$ cat config.mk
export PLATFORM = sky130hd
export DESIGN_NAME = timed_blink_pattern_generator_core
export DESIGN_NICKNAME = d
export VERILOG_FILES = /design/src/rtl/core/tbpg_pkg.sv /design/src/rtl/core/timed_blink_pattern_generator_core.sv
export VERILOG_INCLUDE_DIRS = /design/src /design/src/rtl/core
export SDC_FILE = /design/constraint.sdc
export NUM_CORES = 1
export LEC_CHECK = 0
export ABC_AREA = 1
export BUFFER_PORTS_ARGS = -buffer_cell sky130_fd_sc_hd__buf_2
export CORE_ASPECT_RATIO = 1.1
export CORE_MARGIN = 1.5
export CORE_UTILIZATION = 28
export CTS_BUF_LIST = sky130_fd_sc_hd__clkbuf_8
export DETAILED_ROUTE_END_ITERATION = 12
export PLACE_DENSITY = 0.5
export SLEW_MARGIN = 20
export SYNTH_ARGS = -nofsm -noshare
export SYNTH_HDL_FRONTEND = slang
export SYNTH_SLANG_ARGS = --single-unit
$ cat constraint.sdc
create_clock -name clk -period 4.6 [get_ports clk]
set_input_delay 0.23 -clock clk [delete_from_list [all_inputs] [get_ports clk]]
set_output_delay 0.23 -clock clk [all_outputs]
set_load 0.1 [all_outputs]
$ cat src/rtl/core/timed_blink_pattern_generator_core_macros.svh
// Assertion macros for the blink pattern generator core.
`ifndef TIMED_BLINK_PATTERN_GENERATOR_CORE_MACROS_SVH
`define TIMED_BLINK_PATTERN_GENERATOR_CORE_MACROS_SVH

`ifndef SYNTH
// Checked out of reset only.
`define TBPG_ASSERT(name, prop, msg) \
    name: assert property (@(posedge clk) disable iff (!rst_n) prop) else $error(msg);
// Checked on every edge.
`define TBPG_ASSERT_ALWAYS(name, prop, msg) \
    name: assert property (@(posedge clk) prop) else $error(msg);
`else
`define TBPG_ASSERT(name, prop, msg)
`define TBPG_ASSERT_ALWAYS(name, prop, msg)
`endif

`endif

$ cat src/rtl/core/tbpg_pkg.sv
package tbpg_pkg;

    typedef enum logic [1:0] {
        FUNC_TICK   = 2'd0,
        FUNC_START  = 2'd1,
        FUNC_CANCEL = 2'd2
    } func_t;

    typedef enum logic [2:0] {
        PAT_KEYPOINT = 3'd0,
        PAT_STOP     = 3'd1,
        PAT_COMPLETE = 3'd2,
        PAT_ERROR    = 3'd3,
        PAT_AIM_OK   = 3'd4,
        PAT_SHORT    = 3'd5
    } pattern_t;

    typedef struct packed {
        logic [1:0]  func;
        logic [31:0] now_ms;
        logic [2:0]  pattern;
    } req_t;

    typedef struct packed {
        logic signal_on;
        logic active;
    } rsp_t;

    localparam logic [15:0] KEYPOINT_RESET_MS = 16'd100;

    localparam logic [31:0] STOP_MS           = 32'd1000;
    localparam logic [31:0] SHORT_MS          = 32'd5;

    localparam logic [31:0] COMPLETE_TOTAL_MS = 32'd3000;
    localparam logic [7:0]  COMPLETE_ON_MS    = 8'd250;
    localparam logic [7:0]  COMPLETE_OFF_MS   = 8'd250;

    localparam logic [31:0] ERROR_TOTAL_MS    = 32'd600;
    localparam logic [7:0]  ERROR_ON_MS       = 8'd100;
    localparam logic [7:0]  ERROR_OFF_MS      = 8'd100;

    localparam logic [31:0] AIM_OK_TOTAL_MS   = 32'd220;
    localparam logic [7:0]  AIM_OK_ON_MS      = 8'd10;
    localparam logic [7:0]  AIM_OK_OFF_MS     = 8'd100;

endpackage

$ cat src/rtl/core/timed_blink_pattern_generator_core.sv
// A request accepted into the input register moves on into the response register as soon
// as that register is empty or being drained.
// Throughput: one request per cycle while the response register is empty or being drained;
// the pattern state updates as a request moves from the input register into the response register.
// Reset (rst_n low, asynchronous): both stages empty, no pattern running, output off,
// keypoint duration back to 100 ms.
`include "timed_blink_pattern_generator_core_macros.svh"

module timed_blink_pattern_generator_core (
    input  logic          clk,
    input  logic          rst_n,
    input  logic          req_valid,
    output logic          req_ready,
    input  tbpg_pkg::req_t req,
    output logic          rsp_valid,
    input  logic          rsp_ready,
    output tbpg_pkg::rsp_t rsp,
    input  logic          cfg_valid,
    output logic          cfg_ready,
    input  logic [15:0]   cfg_data
);
    import tbpg_pkg::*;

    logic        stg_valid_reg;
    req_t        stg_reg;
    logic        rsp_valid_reg;
    rsp_t        rsp_reg;
    logic [15:0] keypoint_reg;

    logic        running_reg, running_next;
    logic        blinking_reg, blinking_next;
    logic        level_reg, level_next;
    logic [31:0] end_time_reg, end_time_next;
    logic [31:0] toggle_time_reg, toggle_time_next;
    logic [7:0]  on_period_reg, on_period_next;
    logic [7:0]  off_period_reg, off_period_next;

    logic advance;
    logic load;

    function automatic logic reached(input logic [31:0] now, input logic [31:0] deadline);
        logic [31:0] diff;
        diff = now - deadline;
        return ~diff[31];
    endfunction

    // Response register frees up when empty or being drained.
    assign advance   = !rsp_valid_reg || rsp_ready;
    assign load      = stg_valid_reg && advance;
    assign req_ready = !stg_valid_reg || advance;
    assign cfg_ready = 1'b1;
    assign rsp_valid = rsp_valid_reg;
    assign rsp       = rsp_reg;

    always_comb
    begin
        running_next     = running_reg;
        blinking_next    = blinking_reg;
        level_next       = level_reg;
        end_time_next    = end_time_reg;
        toggle_time_next = toggle_time_reg;
        on_period_next   = on_period_reg;
        off_period_next  = off_period_reg;
        if (load)
        begin
            unique case (stg_reg.func)
                FUNC_TICK:
                begin
                    if (running_reg)
                    begin
                        if (reached(stg_reg.now_ms, end_time_reg))
                        begin
                            running_next  = 1'b0;
                            blinking_next = 1'b0;
                            level_next    = 1'b0;
                        end
                        else if (blinking_reg && reached(stg_reg.now_ms, toggle_time_reg))
                        begin
                            level_next       = !level_reg;
                            // level was off, now on: wait on_period
                            toggle_time_next = stg_reg.now_ms + {24'd0,
                                (level_reg ? off_period_reg : on_period_reg)};
                        end
                    end
                end
                FUNC_START:
                begin
                    unique case (stg_reg.pattern) inside
                        PAT_KEYPOINT, PAT_STOP, PAT_SHORT:
                        begin
                            running_next  = 1'b1;
                            blinking_next = 1'b0;
                            level_next    = 1'b1;
                            if (stg_reg.pattern == PAT_KEYPOINT)
                                end_time_next = stg_reg.now_ms + {16'd0, keypoint_reg};
                            else if (stg_reg.pattern == PAT_STOP)
                                end_time_next = stg_reg.now_ms + STOP_MS;
                            else
                                end_time_next = stg_reg.now_ms + SHORT_MS;
                        end
                        PAT_COMPLETE:
                        begin
                            running_next     = 1'b1;
                            blinking_next    = 1'b1;
                            level_next       = 1'b1;
                            on_period_next   = COMPLETE_ON_MS;
                            off_period_next  = COMPLETE_OFF_MS;
                            end_time_next    = stg_reg.now_ms + COMPLETE_TOTAL_MS;
                            toggle_time_next = stg_reg.now_ms + {24'd0, COMPLETE_ON_MS};
                        end
                        PAT_ERROR:
                        begin
                            running_next     = 1'b1;
                            blinking_next    = 1'b1;
                            level_next       = 1'b1;
                            on_period_next   = ERROR_ON_MS;
                            off_period_next  = ERROR_OFF_MS;
                            end_time_next    = stg_reg.now_ms + ERROR_TOTAL_MS;
                            toggle_time_next = stg_reg.now_ms + {24'd0, ERROR_ON_MS};
                        end
                        PAT_AIM_OK:
                        begin
                            running_next     = 1'b1;
                            blinking_next    = 1'b1;
                            level_next       = 1'b1;
                            on_period_next   = AIM_OK_ON_MS;
                            off_period_next  = AIM_OK_OFF_MS;
                            end_time_next    = stg_reg.now_ms + AIM_OK_TOTAL_MS;
                            toggle_time_next = stg_reg.now_ms + {24'd0, AIM_OK_ON_MS};
                        end
                        default:
                        begin
                        end
                    endcase
                end
                FUNC_CANCEL:
                begin
                    running_next  = 1'b0;
                    blinking_next = 1'b0;
                    level_next    = 1'b0;
                end
                default:
                begin
                end
            endcase
        end
    end

    always_ff @(posedge clk or negedge rst_n)
    begin
        if (!rst_n)
        begin
            stg_valid_reg <= 1'b0;
            rsp_valid_reg <= 1'b0;
            keypoint_reg  <= KEYPOINT_RESET_MS;
            running_reg   <= 1'b0;
            blinking_reg  <= 1'b0;
            level_reg     <= 1'b0;
        end
        else
        begin
            if (req_ready)
                stg_valid_reg <= req_valid;
            if (advance)
                rsp_valid_reg <= stg_valid_reg;
            if (cfg_valid && cfg_ready)
                keypoint_reg <= cfg_data;
            running_reg  <= running_next;
            blinking_reg <= blinking_next;
            level_reg    <= level_next;
        end
    end

    // Times and periods are only read after a start has written them.
    always_ff @(posedge clk)
    begin
        if (req_valid && req_ready)
            stg_reg <= req;
        if (load)
        begin
            rsp_reg.signal_on <= level_next;
            rsp_reg.active    <= running_next;
        end
        end_time_reg    <= end_time_next;
        toggle_time_reg <= toggle_time_next;
        on_period_reg   <= on_period_next;
        off_period_reg  <= off_period_next;
    end

    `TBPG_ASSERT_ALWAYS(a_level_needs_run, (rst_n && level_reg) |-> running_reg, "on while idle")
    `TBPG_ASSERT(a_blink_needs_run, blinking_reg |-> running_reg, "blinking while idle")
    `TBPG_ASSERT(a_rsp_matches_state, load |=> (rsp_reg == {level_reg, running_reg}), "bad rsp")
    `TBPG_ASSERT(a_cancel_idles, (load && stg_reg.func == FUNC_CANCEL) |=> !running_reg, "no idle")

endmodule
==> results.cfg <==
[status]
run_status = complete, no violations

[global_routing]
wire_length_of_the_first_global_routing_pass_um = 67000
grt_max_degree = 38
globalRoute.totalOverflow = 0
grt_antenna_before_repair = 0
via_count_of_the_first_global_routing_pass = 11200
globalRouteTotalUtil_pct = 20.9

[placement]
place.detailed.instances = 2241
place.detailed.hpwl_um = 34000
gp_routability_congestion = 0.963
buffer_ports.inserted = 61

[setup_path]
timing.critical_path.slowest_stage_cell = edfxtp_1
worstSetupEndpointType = flop
cpPeakStageDelay_ns = 0.48
crit_path_start_kind = flop
cpMostUsedCell = nand2_1
critical_path_required_ns = 4.85
cp_data_arrival_time_ns = 3.92
cp_cell_sequence = nor2_4 -> inv_2 -> nor2_4 -> inv_2 -> ha_1 -> nand2_1 -> o21ai_0 -> a21oi_1 -> nand2_1 -> nand2_1 -> nor2_1 -> nand2_1 -> a31oi_1 -> o21ai_1
worst-path-max-fanout = 17
timing_worst_setup_path_type = reg2reg

[cts]
cts_buffer_depth = 2
post_cts_buffers = 0
cts_buffers = 17
path_clk_slew_ns = 0.09
master_cell_of_the_clock_root_buffer = clkbuf_8
cts_tree = done
numClockSinks = 130
cts_repair_resize_count = 0
clk_latency_ns = 0.50
ctsHtreeMaxLevel = 4
cts.hold.buffers_added = 56

[routing]
num_vias = 11600
drt-initial-drc-count = 881
route.detailed.vias_per_inst = 4.96
routedWlPerCell_um = 18.9
drt_pass1_iterations = 5
drc = 0
antenna_left = 0
wirelength_um = 43900

[synthesis]
ys_seq_elements = 130
post_synthesis_cell_area_mm2 = 0.0117
yosys_warnings = 0
synth_cells = 1640
synth_seq_area_share_pct = 32.4
synth.distinct_cells = 53
synthesis.nets = 1802
post_synth.cell_area_avg_um2 = 7.15

[timing]
finalCriticalPeriod_ns = 3.67
final-hold-violation-count = 0
layout_worst_path_cycle_share_pct = 79.8
setup_violations = 0
fin_setup_tns_ns = 0
final.setup_skew_ns = 0.0197
timing_worst_slew_pin_value_ns = 0.994
max_clock_freq_ghz = 0.272
max-slew-margin-rel_pct = 33.7
grt_setup_unrepaired = no
report.final.slew_viol_count = 0

[cells_and_area]
antenna-diode-count = 0
syn2layout_area_growth_pct = 16.4
finalNonFillerCells = 2329
largest_reg_flops = 37
layout-drive-gt1-share_pct = 11.7
nets = 1918
nFillCells = 4485

[floorplan]
die-width_um = 198
num_rows = 78
fp.coreArea_mm2 = 0.0413
start_util_pct = 28.4
die_height_um = 218
boundaryPins = 63
die-area_mm2 = 0.0431

[run]
maxCapViolations = 0

[power_and_ir_drop]
power.leakage_nw = 6.41
power-per-cell-area_mw_per_mm2 = 275
max-vdd-ir-drop_uv = 197

[min_path]
hold_class = in2reg
==> cell usage after synthesis, drive strengths merged <==
master	number	area share (%)
a211oi	2	0.13
a21boi	2	0.13
a21o	9	0.58
a21oi	97	4.2
a22oi	1	0.064
a311oi	1	0.075
a31oi	6	0.32
and3	1	0.053
buf	28	1.3
clkbuf	13	0.42
conb	1	0.032
dfrtp	18	3.8
dfstp	3	0.67
edfxtp	109	28
fa	2	0.34
ha	102	11
inv	265	8.5
mux2	15	1.4
nand2	437	14
nand3	132	5.7
nand3b	3	0.19
nand4	25	1.3
nor2	138	5.3
nor3	23	1.1
o211ai	8	0.51
o21a	2	0.13
o21ai	118	5.1
o21bai	3	0.19
o221ai	2	0.15
o22ai	7	0.37
o311ai	3	0.37
o31ai	5	0.32
o32ai	1	0.075
or2	9	0.48
or3	1	0.053
xnor2	4	0.30
xor2	44	3.3
==> area by class of cell <==
class                   instances  area [um^2]  area share, %
clock buffers                  17          234           1.71
clock inverters                15          129          0.944
inverters                     265          995           7.28
multi-input cells            1204         6760           49.5
flip-flops and latches        130         3800           27.8
well taps                     560          701           5.13
repair buffers                138         1040           7.59
==> cells by family (layout without fill, tap and decap cells) <==
family | Yosys count | count (layout) | share of synthesized area, %
and+or+nand+nor | 769 | 769 | 28.4
buffers and inverters | 306 | 435 | 10.2
AOI/OAI and AO/OA | 267 | 267 | 12.7
DFF | 130 | 130 | 32.4
adders and majority gates | 104 | 104 | 11.2
xor gates and xnor gates | 48 | 48 | 3.58
muxes | 15 | 15 | 1.44
other | 1 | 1 | 0.0320
==> stage by stage <==
stage	util [%]	cell area [um^2]	hold slack (ns)	power [mW]	worst slack [ns]
after floorplan	-	11700	-0.0656	2.32	0.817
after global placement	30.8	12700	0.229	2.75	0.999
after detailed placement	30.8	12700	0.227	2.75	0.996
after CTS	33.1	13700	0.143	3.78	0.991
after global routing	33.1	13700	0.151	3.99	0.643
final	33.1	13700	0.163	3.75	0.929
==> power by group <==
group          switching (mW)  internal [mW]
combinational           0.872          0.411
clock                   0.503          0.466
sequential              0.104           1.39
total                    1.48           2.27
==> cell usage in the layout, fill, tap and decap left out, types with 4 or more instances in the layout <==
cell,synthesis,routed
buf_4,5,20
inv_2,33,34
nor2_1,120,116
o31ai_1,5,5
dlygate4sd3_1,0,56
ha_1,102,102
a21o_1,9,9
xnor2_1,4,4
o22ai_1,7,7
clkbuf_8,0,17
a21oi_1,96,96
buf_2,19,61
nor3_2,3,5
a31oi_1,6,6
nand4_1,25,25
dfrtp_1,18,18
o21ai_1,29,29
nor2_2,9,12
nand2_2,7,7
nand3_1,131,131
nor3_1,20,18
or2_2,5,5
clkinv_2,0,5
xor2_1,44,44
mux2_2,15,15
nand2_1,429,429
o211ai_1,8,8
edfxtp_1,109,109
inv_1,232,235
o21ai_0,86,86
nor2_4,7,8
==> layer usage <==
layer  up-vias  wire length, um  global-route usage, %
li1       5649                -                      -
met3        76             2200                   3.31
met5         -                0                      0
met2       355            21400                   36.1
met4         0             1590                   8.19
met1      5478            18800                   25.9
==> final timing paths <==
check	startpoint	end	slack, ns	cells after the start
min reg2reg	keypoint_reg[3]$_DFFE_PN0P_	keypoint_reg[3]$_DFFE_PN0P_	0.51	1
max reg2reg	stg_reg[2]$_DFFE_PP_	end_time_reg[19]$_DFFE_PP_	0.93	14
max	stg_reg[2]$_DFFE_PP_	end_time_reg[19]$_DFFE_PP_	0.93	14
min in group asynchronous	rst_n	keypoint_reg[8]$_DFFE_PN0P_	0.22	2
min	cfg_valid	keypoint_reg[1]$_DFFE_PN0P_	0.16	3
max in group asynchronous	rst_n	keypoint_reg[2]$_DFFE_PN1P_	4.01	2
==> critical path, delay by kind of cell (launching register included) <==
kind,cells,cell delay [ns]
simple gates,7,1.51
compound gates,4,0.66
flops,1,0.48
buf+inv,2,0.39
fa+ha+maj,1,0.39
Power figures use the tool's default switching activity.
